File: config.mk
export PLATFORM = sky130hd
export DESIGN_NAME = rvmdu_decode
export DESIGN_NICKNAME = d
export VERILOG_FILES = /design/src/rtl/core/rvmdu_pkg.sv /design/src/rtl/core/rvmdu_decode.sv
export SDC_FILE = /design/constraint.sdc
export NUM_CORES = 1
export LEC_CHECK = 0
export ABC_AREA = 1
export BUFFER_PORTS_ARGS = -buffer_cell sky130_fd_sc_hd__buf_4
export CELL_PAD_IN_SITES_DETAIL_PLACEMENT = 2
export CELL_PAD_IN_SITES_GLOBAL_PLACEMENT = 2
export CORE_AREA = 5 5 213 215
export DETAILED_ROUTE_END_ITERATION = 10
export DIE_AREA = 0 0 218 220
export GPL_TIMING_DRIVEN = 0
export HOLD_SLACK_MARGIN = 0.12
export PLACE_DENSITY = 0.78
export RECOVER_POWER = 100
export SLEW_MARGIN = 20
export SYNTH_ARGS = -nofsm -noshare
export SYNTH_HDL_FRONTEND = slang
export SYNTH_SLANG_ARGS = --single-unit
File: constraint.sdc
create_clock -name clk -period 0.97 [get_ports clk]
set_clock_uncertainty 0.05 [all_clocks]
set_input_delay 0.0485 -clock clk [delete_from_list [all_inputs] [get_ports clk]]
set_output_delay 0.0485 -clock clk [all_outputs]
set_load 0.02 [all_outputs]
File: src/rtl/core/rvmdu_pkg.sv
// ----------------------------------------------------------------------------
// RV64M multiply/divide unit package
// Operation codes, widths and stage record types.
// ----------------------------------------------------------------------------
`default_nettype none

package rvmdu_pkg;

    localparam int unsigned XLEN = 64;
    localparam int unsigned WLEN = 32;
    localparam int unsigned FUNC_W = 4;
    localparam int unsigned CNT_W = 7;

    typedef enum logic [FUNC_W-1:0] {
        FN_MUL    = 4'd0,
        FN_MULH   = 4'd1,
        FN_MULHSU = 4'd2,
        FN_MULHU  = 4'd3,
        FN_DIV    = 4'd4,
        FN_DIVU   = 4'd5,
        FN_REM    = 4'd6,
        FN_REMU   = 4'd7,
        FN_MULW   = 4'd8,
        FN_DIVW   = 4'd9,
        FN_DIVUW  = 4'd10,
        FN_REMW   = 4'd11,
        FN_REMUW  = 4'd12
    } func_t;

    // decoded request, travels with the data
    typedef struct packed {
        logic is_mul;
        logic is_div;
        logic word;
        logic want_hi;   // mul: high half; div: remainder
        logic neg_res;   // mul: negate product; div: negate quotient
        logic neg_rem;
        logic special;   // divide by zero or overflow: fixed answer
        logic illegal;
    } ctl_t;

    typedef struct packed {
        logic       valid;
        ctl_t       ctl;
        logic [XLEN-1:0] fixed;     // answer for special cases
    } tag_t;

endpackage

`default_nettype wire

File: src/rtl/core/rvmdu_decode.sv
// ----------------------------------------------------------------------------
// RV64M decode stage
// Classifies the request, takes operand magnitudes, resolves special cases.
// ----------------------------------------------------------------------------
`default_nettype none

module rvmdu_decode (
    input  wire logic                              clk,
    input  wire logic                              rst_n,
    input  wire logic                              en,
    input  wire logic                              in_valid,
    input  wire logic [rvmdu_pkg::FUNC_W-1:0]      func,
    input  wire logic [rvmdu_pkg::XLEN-1:0]        operand_a,
    input  wire logic [rvmdu_pkg::XLEN-1:0]        operand_b,
    output rvmdu_pkg::tag_t                        tag,
    output logic [rvmdu_pkg::XLEN-1:0]             mag_a,
    output logic [rvmdu_pkg::XLEN-1:0]             mag_b
);

    rvmdu_pkg::tag_t tag_next;
    logic valid_reg;
    rvmdu_pkg::ctl_t ctl_reg;
    logic [rvmdu_pkg::XLEN-1:0] fixed_reg;
    logic [rvmdu_pkg::XLEN-1:0] mag_a_reg, mag_a_next, mag_b_reg, mag_b_next;

    always_comb
    begin
        logic [rvmdu_pkg::XLEN-1:0] a, b;
        logic sa, sb, sgn_a, sgn_b, zero_b, ovf;
        a = operand_a;
        b = operand_b;
        sgn_a = 1'b0;
        sgn_b = 1'b0;
        tag_next = '0;
        tag_next.valid = in_valid;
        case (func)
            rvmdu_pkg::FN_MUL:    begin tag_next.ctl.is_mul = 1'b1; end
            rvmdu_pkg::FN_MULH:
            begin
                tag_next.ctl.is_mul = 1'b1; tag_next.ctl.want_hi = 1'b1;
                sgn_a = 1'b1; sgn_b = 1'b1;
            end
            rvmdu_pkg::FN_MULHSU:
            begin
                tag_next.ctl.is_mul = 1'b1; tag_next.ctl.want_hi = 1'b1; sgn_a = 1'b1;
            end
            rvmdu_pkg::FN_MULHU:  begin tag_next.ctl.is_mul = 1'b1; tag_next.ctl.want_hi = 1'b1; end
            rvmdu_pkg::FN_DIV:    begin tag_next.ctl.is_div = 1'b1; sgn_a = 1'b1; sgn_b = 1'b1; end
            rvmdu_pkg::FN_DIVU:   begin tag_next.ctl.is_div = 1'b1; end
            rvmdu_pkg::FN_REM:
            begin
                tag_next.ctl.is_div = 1'b1; tag_next.ctl.want_hi = 1'b1;
                sgn_a = 1'b1; sgn_b = 1'b1;
            end
            rvmdu_pkg::FN_REMU:   begin tag_next.ctl.is_div = 1'b1; tag_next.ctl.want_hi = 1'b1; end
            rvmdu_pkg::FN_MULW:   begin tag_next.ctl.is_mul = 1'b1; tag_next.ctl.word = 1'b1; end
            rvmdu_pkg::FN_DIVW:
            begin
                tag_next.ctl.is_div = 1'b1; tag_next.ctl.word = 1'b1;
                sgn_a = 1'b1; sgn_b = 1'b1;
            end
            rvmdu_pkg::FN_DIVUW:  begin tag_next.ctl.is_div = 1'b1; tag_next.ctl.word = 1'b1; end
            rvmdu_pkg::FN_REMW:
            begin
                tag_next.ctl.is_div = 1'b1; tag_next.ctl.word = 1'b1;
                tag_next.ctl.want_hi = 1'b1; sgn_a = 1'b1; sgn_b = 1'b1;
            end
            rvmdu_pkg::FN_REMUW:
            begin
                tag_next.ctl.is_div = 1'b1; tag_next.ctl.word = 1'b1; tag_next.ctl.want_hi = 1'b1;
            end
            default:              begin tag_next.ctl.illegal = 1'b1; end
        endcase
        // word forms: extend the low halves (sign or zero) to full width
        if (tag_next.ctl.word)
        begin
            a = {{rvmdu_pkg::WLEN{sgn_a & operand_a[rvmdu_pkg::WLEN-1]}},
                 operand_a[rvmdu_pkg::WLEN-1:0]};
            b = {{rvmdu_pkg::WLEN{sgn_b & operand_b[rvmdu_pkg::WLEN-1]}},
                 operand_b[rvmdu_pkg::WLEN-1:0]};
        end
        sa = sgn_a & a[rvmdu_pkg::XLEN-1];
        sb = sgn_b & b[rvmdu_pkg::XLEN-1];
        zero_b = (b == '0);
        ovf = sgn_a & sgn_b & (b == '1) &
              (tag_next.ctl.word ? (a == {{(rvmdu_pkg::XLEN-rvmdu_pkg::WLEN+1){1'b1}},
                                          {(rvmdu_pkg::WLEN-1){1'b0}}})
                                 : (a == {1'b1, {(rvmdu_pkg::XLEN-1){1'b0}}}));
        mag_a_next = sa ? (~a + 1'b1) : a;
        mag_b_next = sb ? (~b + 1'b1) : b;
        tag_next.ctl.neg_res = sa ^ sb;
        tag_next.ctl.neg_rem = sa;
        tag_next.ctl.special = tag_next.ctl.is_div & (zero_b | ovf);
        if (zero_b)
            tag_next.fixed = tag_next.ctl.want_hi ? a : '1;
        else
            tag_next.fixed = tag_next.ctl.want_hi ? '0 : a;
    end

    always_ff @(posedge clk or negedge rst_n)
    begin
        if (!rst_n)
            valid_reg <= 1'b0;
        else if (en)
            valid_reg <= tag_next.valid;
    end

    always_ff @(posedge clk)
    begin
        if (en)
        begin
            ctl_reg   <= tag_next.ctl;
            fixed_reg <= tag_next.fixed;
            mag_a_reg <= mag_a_next;
            mag_b_reg <= mag_b_next;
        end
    end

    assign tag   = {valid_reg, ctl_reg, fixed_reg};
    assign mag_a = mag_a_reg;
    assign mag_b = mag_b_reg;

endmodule

`default_nettype wire

======== Yosys cells after proc, flatten, opt, wreduce, memory -nomap -nowiden ========
Cells that the tools add are included.
Widths: inputs -> output; s select.
cells by class
  bitwise gates (word level) .............. 12
  reductions and logical operators ........ 9
  equality and inequality tests ........... 15
  $add $sub $neg .......................... 2
  muxes and demuxes ....................... 15
operator list
  cell                   number
  $mux 64                7
  $eq 64x64->1 const B   3
  $add 64x1->64 const B  2
  $not 64->64            2
  $logic_not 64->1       1
  $eq 4x4->1 const B     5
  $eq 4x3->1 const B     4
  $reduce_or 5->1        3
  $reduce_or 13->1       1
  $and 1x1->1            8
  $eq 4x2->1 const B     2
  $mux 1                 8
  $reduce_or 8->1        1
  $reduce_or 7->1        1
  $reduce_or 6->1        1
  $eq 4x1->1 const B     1
  $logic_not 4->1        1
  $or 1x1->1             1
  $xor 1x1->1            1
word-level totals
  output and inout port bits .............. 201
  register bits ........................... 201
  bits of input ports ..................... 136
  logic and storage cells ................. 65

======== Depth between registers and ports, before layout ========
Gate-level depths: netlist of the first run.
  word-level depth ........................ 10
  depth in mapped cells ................... 18

======== Worst setup path after synthesis of the first run ========
Ideal clock, no wire load.
  path kind ............................... input-to-reg
  from .................................... in func[3] (netlist name)
  to ...................................... reg mag_a_reg, in the netlist mag_a[62] (data pin)
  stages on the path ...................... 18
  path buffers ............................ 4
  path slack .............................. -0.933 ns
  data arrival time ....................... 1.601 ns
  setup time .............................. 0.252 ns
  required time ........................... 0.668 ns
  cells stage by stage .................... buf_4 nand2_4 nand2_8 inv_6 buf_6 buf_6 buf_6 nand2_2 nand3_2 nand2_1 nor2_1 nand2_1 nand2_1 nand2_1 nor2_2 nand2_1 nand2_1 nand2_1
between the ends
  word-level cells in the longest chain between the ends .. 8
  elaborated cells between the ends (all ways) .. 19
RTL lines
  element                                   line                 text
  start: declaration                        rvmdu_decode.sv:12   input wire logic [rvmdu_pkg::FUNC_W-1:0] func,
  $eq 4x4->1, or another cell as far along  rvmdu_decode.sv:36   case (func)
  $reduce_or 6->1 (no source line)          n/a
  $mux 1                                    rvmdu_decode.sv:36
  $and 1x1->1                               rvmdu_decode.sv:77   a = {{rvmdu_pkg::WLEN{sgn_a & operand_a[rvmdu_pkg::WLEN-1]}},
  $mux 64                                   rvmdu_decode.sv:75   if (tag_next.ctl.word)
  $not 64->64                               rvmdu_decode.sv:89   mag_a_next = sa ? (~a + 1'b1) : a;
  $add 64x1->64                             rvmdu_decode.sv:89
  $mux 64 (*)                               rvmdu_decode.sv:89
  via mag_a_next (one bit)                  rvmdu_decode.sv:24   logic [rvmdu_pkg::XLEN-1:0] mag_a_reg, mag_a_next, mag_b_reg, mag_b_next;
  end signal: assignment                    rvmdu_decode.sv:114  mag_a_reg <= mag_a_next;
  end: declaration                          rvmdu_decode.sv:24
The timed path passes the listed nets; every way through them passes the cells marked *.
A chain may end at the register's enable or synchronous reset.

==> qor.txt, run 1 <==
Status: finished with violations
Failing checks: hold timing, setup timing
Share of cells above drive strength 1: 55.1%
Final hold vios: 48
Post-synthesis mux area share: 0.0915%
Via count: 15194
TritonRoute pass-1 iters: 5
Crit-path max cell delay: 330 ps
Post-DP HPWL: 43100 um
GRT busiest layer: met2
Initial antenna violation count: 3
Drt drc: 0
Critical Path Slowest Stage Cell: nor2_4
Vias in the first global route: 15610
Worst Hold Slack: -335 ps
Critical Path RT: 1320 ps
Post-synthesis compound-gate area fraction: 6.53%
R2r setup slk: 120 ps
Post-route cell area: 0.0241 sq mm
WP buf/inv: 6
Sequential area share after synthesis: 49.0%
H-Tree Depth: 1
Clock Sinks: 201
Max clock buf depth: 3
CTS tree: done
Rows: 77
Design Power: 35.6 mW
Initial Util: 28.3%
Syn Nets: 1599
PortBufs: 332
GPL Wtd Cong: 0.886
Most common cell after layout, fill and taps aside: buf_4
Seq cells post-synth: 201
Synth cell types: 42
Hold path cells: 1
Grt met2 use: 52.4%
Die width: 218 um
WL/cell: 34.3 um
Fmax achieved: 474 MHz
Layout area overhead: 95.6%
CP Launch Type: input port
Hold/Removal Path Class: in -> reg
Core area: 0.0435 sq mm
Worst flop-to-flop path endpoint: valid_reg$_DFFE_PN0P_
Die Y: 220 um
Worst Hold Path EP: mag_a[0]$_DFFE_PP_
Synth top area cells: edfxtp_1, nand2_1, nor2_1, xor2_1, inv_1
Cell area power density: 1480 mW/mm^2
Grt ovf: 0
Clock slew seen by the registers of the worst setup and hold paths: 70 ps
Met1 Usage GRT: 30.4%
Relative slew slack: 22.9%
Most frequent cells in the layout: buf_4, buf_6, nand2_1
Crit path cell chain: buf_12, nor2_4, nand2_8, nand2_8, inv_12, buf_12, nand2_4, nand3_2, inv_2, nand4_1, nor2_4, nand3_4, buf_12, buf_12, o21ai_1
GRT Total Usage: 28.0%
Synth Flop Type: edfxtp_1
Mapped Cells: 1460
CTS Buf Count: 26
First-pass GRT wire length: 102000 um
Worst-margin pin slew: 1160 ps
Starting DRT DRC Count: 1081
Final min period: 2110 ps
CP most frequent cell: buf_12
Nets: 2259
Vias per cell: 5.56
IO Count: 337
Post-synth EDFFs: 200
Routed WL: 93900 um
Antenna Nets Post-Route: 0
Max-cap viol count: 0
Clk root buf: clkbuf_16
Worst path top cell family by delay: simple AND/OR/NAND/NOR gates
FFs w/ async S/R, synth: 0.498%
Count of pins over their slew limit: 0
Worst Slack Setup Final: -1140 ps
Crit. End Element: register
Setup Crit Path Kind: in -> reg
Lkg Pwr: 10.1 nW
Worst reg2reg path depth: 1
R2r startpoint: valid_reg$_DFFE_PN0P_
Met3 usage in global routing: 5.08%
Post-synth top area cell: edfxtp_1
Dpl cell area: 0.0160 sq mm
Post-synthesis cell area: 0.0123 sq mm
Period utilization: 217%
Critical path arrival: 2460 ps
Final Setup Violations: 562
Worst skew pair latency: 560 ps
Adder-Cell Fraction of Synth Area: 0.305%
Largest family of logic cells by synthesized area: simple AND/OR/NAND/NOR gates
Maximum VDD drop: 0.00158 V
Mean Syn Cell Area: 8.43 sq um
Post-Synth Simple-Gate Area: 29.9%
Hold Crit Start: operand_a[0]
CP Max Fanout: 6
Synth Area in XOR/XNOR: 6.69%
Die footprint: 0.0480 sq mm
Pin count of the biggest net entering global routing: 85
RSZ-0062 raised after global routing: yes
Post-synth top area share: 48.8%
Yosys warning total: 0
==> repair_timing <==
action / in CTS / in global routing
hold buffers: 32 / 22
endpoints found under the hold margin: 208 / 166
gates resized for setup: 458 / 666
setup endpoints to repair: 395 / 396
buffers inserted: 132 / 107
gates cloned: 22 / 10
pin swaps: 92 / 203
==> kinds of logic (layout without fill, tap and decap cells) <==
logic type / Yosys count / count (layout)
AOI/OAI and AO/OA: 141 / 141
xor gates and xnor gates: 94 / 94
adders and majority gates: 3 / 3
buffers and inverters: 200 / 879
DFF: 201 / 201
muxes: 1 / 1
other: 0 / 2
and+or+nand+nor: 820 / 820
==> synthesized netlist by cell type, types with 5 or more instances <==
| cell type | number |
|---|---|
| o21ai_0 | 61 |
| nand4_1 | 65 |
| buf_2 | 19 |
| xnor2_1 | 27 |
| clkbuf_1 | 17 |
| o211ai_1 | 11 |
| nand2_4 | 5 |
| nand3_2 | 8 |
| nor2_1 | 180 |
| inv_1 | 135 |
| o21ai_2 | 7 |
| o21ai_1 | 39 |
| buf_6 | 16 |
| a21oi_1 | 8 |
| xor2_1 | 67 |
| nand2_1 | 404 |
| o31ai_1 | 7 |
| edfxtp_1 | 200 |
| nand3_1 | 70 |
| inv_2 | 6 |
| nand3b_1 | 20 |
| nand2_2 | 12 |
| nor3_1 | 30 |
| nor2_2 | 9 |
| nor2_4 | 5 |
| buf_4 | 6 |
==> final cells by class <==
cell class	instances	area [sq um]
Multi-Input combinational cell	1059	8430
Tap cell	592	741
Antenna cell	2	5.00
Inverter	142	596
Sequential cell	201	6030
Fill cell	4308	19500
Timing Repair Buffer	633	6620
Clock buffer	31	689
Clock inverter	16	186
Timing Repair inverter	1	11.3
Buffer	56	773
==> stage by stage <==
step | util, % | setup WS [ps] | std cells | setup TNS [ps] | hold slack [ps]
final | 55.3 | -1140 | 2733 | -268640 | -335
after global routing | 55.3 | -1200 | 2732 | -286070 | -357
after CTS | 46.7 | -748 | 2619 | -172480 | -350
after detailed placement | 36.7 | -1830 | 2386 | -326750 | -225
after global placement | 36.5 | -1710 | 2384 | -583570 | -226
after floorplan | - | -890 | 1460 | -152460 | -297
==> power breakdown <==
group          internal [mW]  switching [mW]
Clock                   5.91            4.73
Combinational           5.49            7.84
Sequential              10.9           0.717
Total                   22.3            13.3
==> how the worst max path moves through the flow <==
stage	slack, ps	start	to	cells past startpoint
final	-1140	func[0]	fixed_reg[6]$_DFFE_PP_	15
after global routing	-1200	func[0]	fixed_reg[6]$_DFFE_PP_	15
after CTS	-750	func[1]	tag[65]$_DFFE_PP_	16
after detailed placement	-1830	func[0]	fixed_reg[14]$_DFFE_PP_	14
after global placement	-1710	func[0]	fixed_reg[14]$_DFFE_PP_	14
after floorplan	-890	func[3]	mag_a[62]$_DFFE_PP_	18
==> per-layer routing <==
layer	up-vias	part of all wire, %
li1	6216	-
met1	7812	34
met2	811	52
met3	351	6.1
met4	4	7.4
met5	-	0.018
Note: power is estimated with default switching activity, not from simulation.
==> run 2: changes to the inputs <==
Settings changed: CTS_BUF_LIST set to sky130_fd_sc_hd__clkbuf_16.
==> run 2 against run 1 <==
  * The run still ends with hold timing, setup timing left
  * Worst setup slack got worse by 150 ps
  * Global-route usage rose by 0.49 points
  * Cell area fell by 8.3%
  * Power fell by 6.5%
  * Critical path type unchanged
  * Largest cell class unchanged
  * Non-clock buffer count fell by 31
==> qor.txt, run 2 (synthesis results as in run 1) <==
Count of pins over their slew limit: 0
Worst Hold Slack: -325 ps
CTS Buf Count: 26
Final cell count without fillers: 2699
Crit. End Element: register
Hold/Removal Path Class: in -> reg
Critical Path RT: 1280 ps
Die footprint: 0.0480 sq mm
Layout area overhead: 79.4%
IO Count: 337
Clock slew seen by the registers of the worst setup and hold paths: 60 ps
WL/cell: 31.6 um
Failing checks: hold timing, setup timing
Final hold vios: 35
Critical path arrival: 2570 ps
GRT Total Usage: 28.5%
Worst-margin pin slew: 1170 ps
WP buf/inv: 3
Post-DP HPWL: 43100 um
Final min period: 2260 ps
Core area: 0.0435 sq mm
Status: finished with violations
Vias in the first global route: 15746
Hold path cells: 1
R2r setup slk: 150 ps
Die Y: 220 um
Most frequent cells in the layout: buf_4, nand2_1, edfxtp_1
Drt drc: 0
Post-route cell area: 0.0221 sq mm
CTS tree: done
Via count: 14828
Routed WL: 85200 um
Setup_tns: -252850 ps
Cell area power density: 1510 mW/mm^2
Worst flop-to-flop path endpoint: valid_reg$_DFFE_PN0P_
Nets: 2227
Clk root buf: clkbuf_16
Worst Slack Setup Final: -1290 ps
Post-Place Cells: 2386
Crit path cell chain: buf_4, nor2_1, nand2_1, nor2_1, nand4_1, buf_4, nor3_4, nand3b_1, buf_6, o21ai_4, xor2_1
Lkg Pwr: 9.39 nW
Final Setup Violations: 562
Max-cap viol count: 0
Grt ovf: 0
Antenna diodes: 0
Vias per cell: 5.49
Dpl cell area: 0.0160 sq mm
CP Max Fanout: 6
Share of cells above drive strength 1: 50.2%
Critical Path Slowest Stage Cell: nand3b_1
Period utilization: 233%
Initial Util: 28.3%
Hold Crit Start: operand_a[0]
Critical path origin: operand_a[6]
PortBufs: 332
Worst reg2reg path depth: 1
Worst path top cell family by delay: simple AND/OR/NAND/NOR gates
Maximum VDD drop: 0.00132 V
TritonRoute pass-1 iters: 5
Most common cell after layout, fill and taps aside: buf_4
Starting DRT DRC Count: 996
Rows: 77
Clock Sinks: 201
GPL Wtd Cong: 0.886
Worst Hold Path EP: mag_a[0]$_DFFE_PP_
Fmax achieved: 443 MHz
R2r startpoint: valid_reg$_DFFE_PN0P_
H-Tree Depth: 1
Pin count of the biggest net entering global routing: 85
Crit-path max cell delay: 350 ps
Antenna Nets Post-Route: 0
Die width: 218 um
Worst skew pair latency: 550 ps
Relative slew slack: 22.0%
Setup Crit Path Kind: in -> reg
CP Launch Type: input port
First-pass GRT wire length: 103000 um
Initial antenna violation count: 2
Max clock buf depth: 3
RSZ-0062 raised after global routing: yes
run 2: through the flow:
step	setup slack (ps)	total power [mW]	utilization [%]
after floorplan	-890	15.4	-
after global placement	-1710	18.9	36.5
after detailed placement	-1830	19.2	36.7
after CTS	-758	31.1	46.7
after global routing	-1260	34.2	50.7
final	-1290	33.3	50.7
run 2: area by class of cell:
cell class              count  area (sq um)
repair buffers            601          5400
fillers                  4470         21500
clock inverters            21           205
well taps                 592           741
inverters                 142           576
multi-input cells        1059          7740
plain buffers              57           739
flip-flops and latches    201          6030
clock buffers              26           651
run 2: worst max path at each step:
stage | cells after the start | to | slack (ps)
global route | 11 | mag_a[52]$_DFFE_PP_ | -1260
floorplan | 18 | mag_a[62]$_DFFE_PP_ | -890
detailed placement | 14 | fixed_reg[14]$_DFFE_PP_ | -1830
global placement | 14 | fixed_reg[14]$_DFFE_PP_ | -1710
CTS | 16 | tag[65]$_DFFE_PP_ | -760
finish | 11 | mag_a[45]$_DFFE_PP_ | -1290
run 2: power by group:
group	switching (mW)	internal, mW
Clock	4.48	5.71
Combinational	7.23	4.48
Sequential	0.497	10.9
run 2: timing repair:
item | 4_1_cts | 5_1_grt
pin swaps | 108 | 103
buffers inserted | 134 | 54
hold endpoints to repair | 209 | 156
setup endpoints to repair | 395 | 396
resized for setup | 461 | 253
cloned | 21 | 5
hold buffers | 31 | 26
run 2: metal layers:
| metal | GRT usage (%) | up-vias | wire, um |
|---|---|---|---|
| met5 | 0 | - | 29 |
| met4 | 13.3 | 4 | 5860 |
| met3 | 5.44 | 351 | 5010 |
| met2 | 53.0 | 765 | 44600 |
| met1 | 31.2 | 7553 | 29600 |
| li1 | - | 6155 | - |
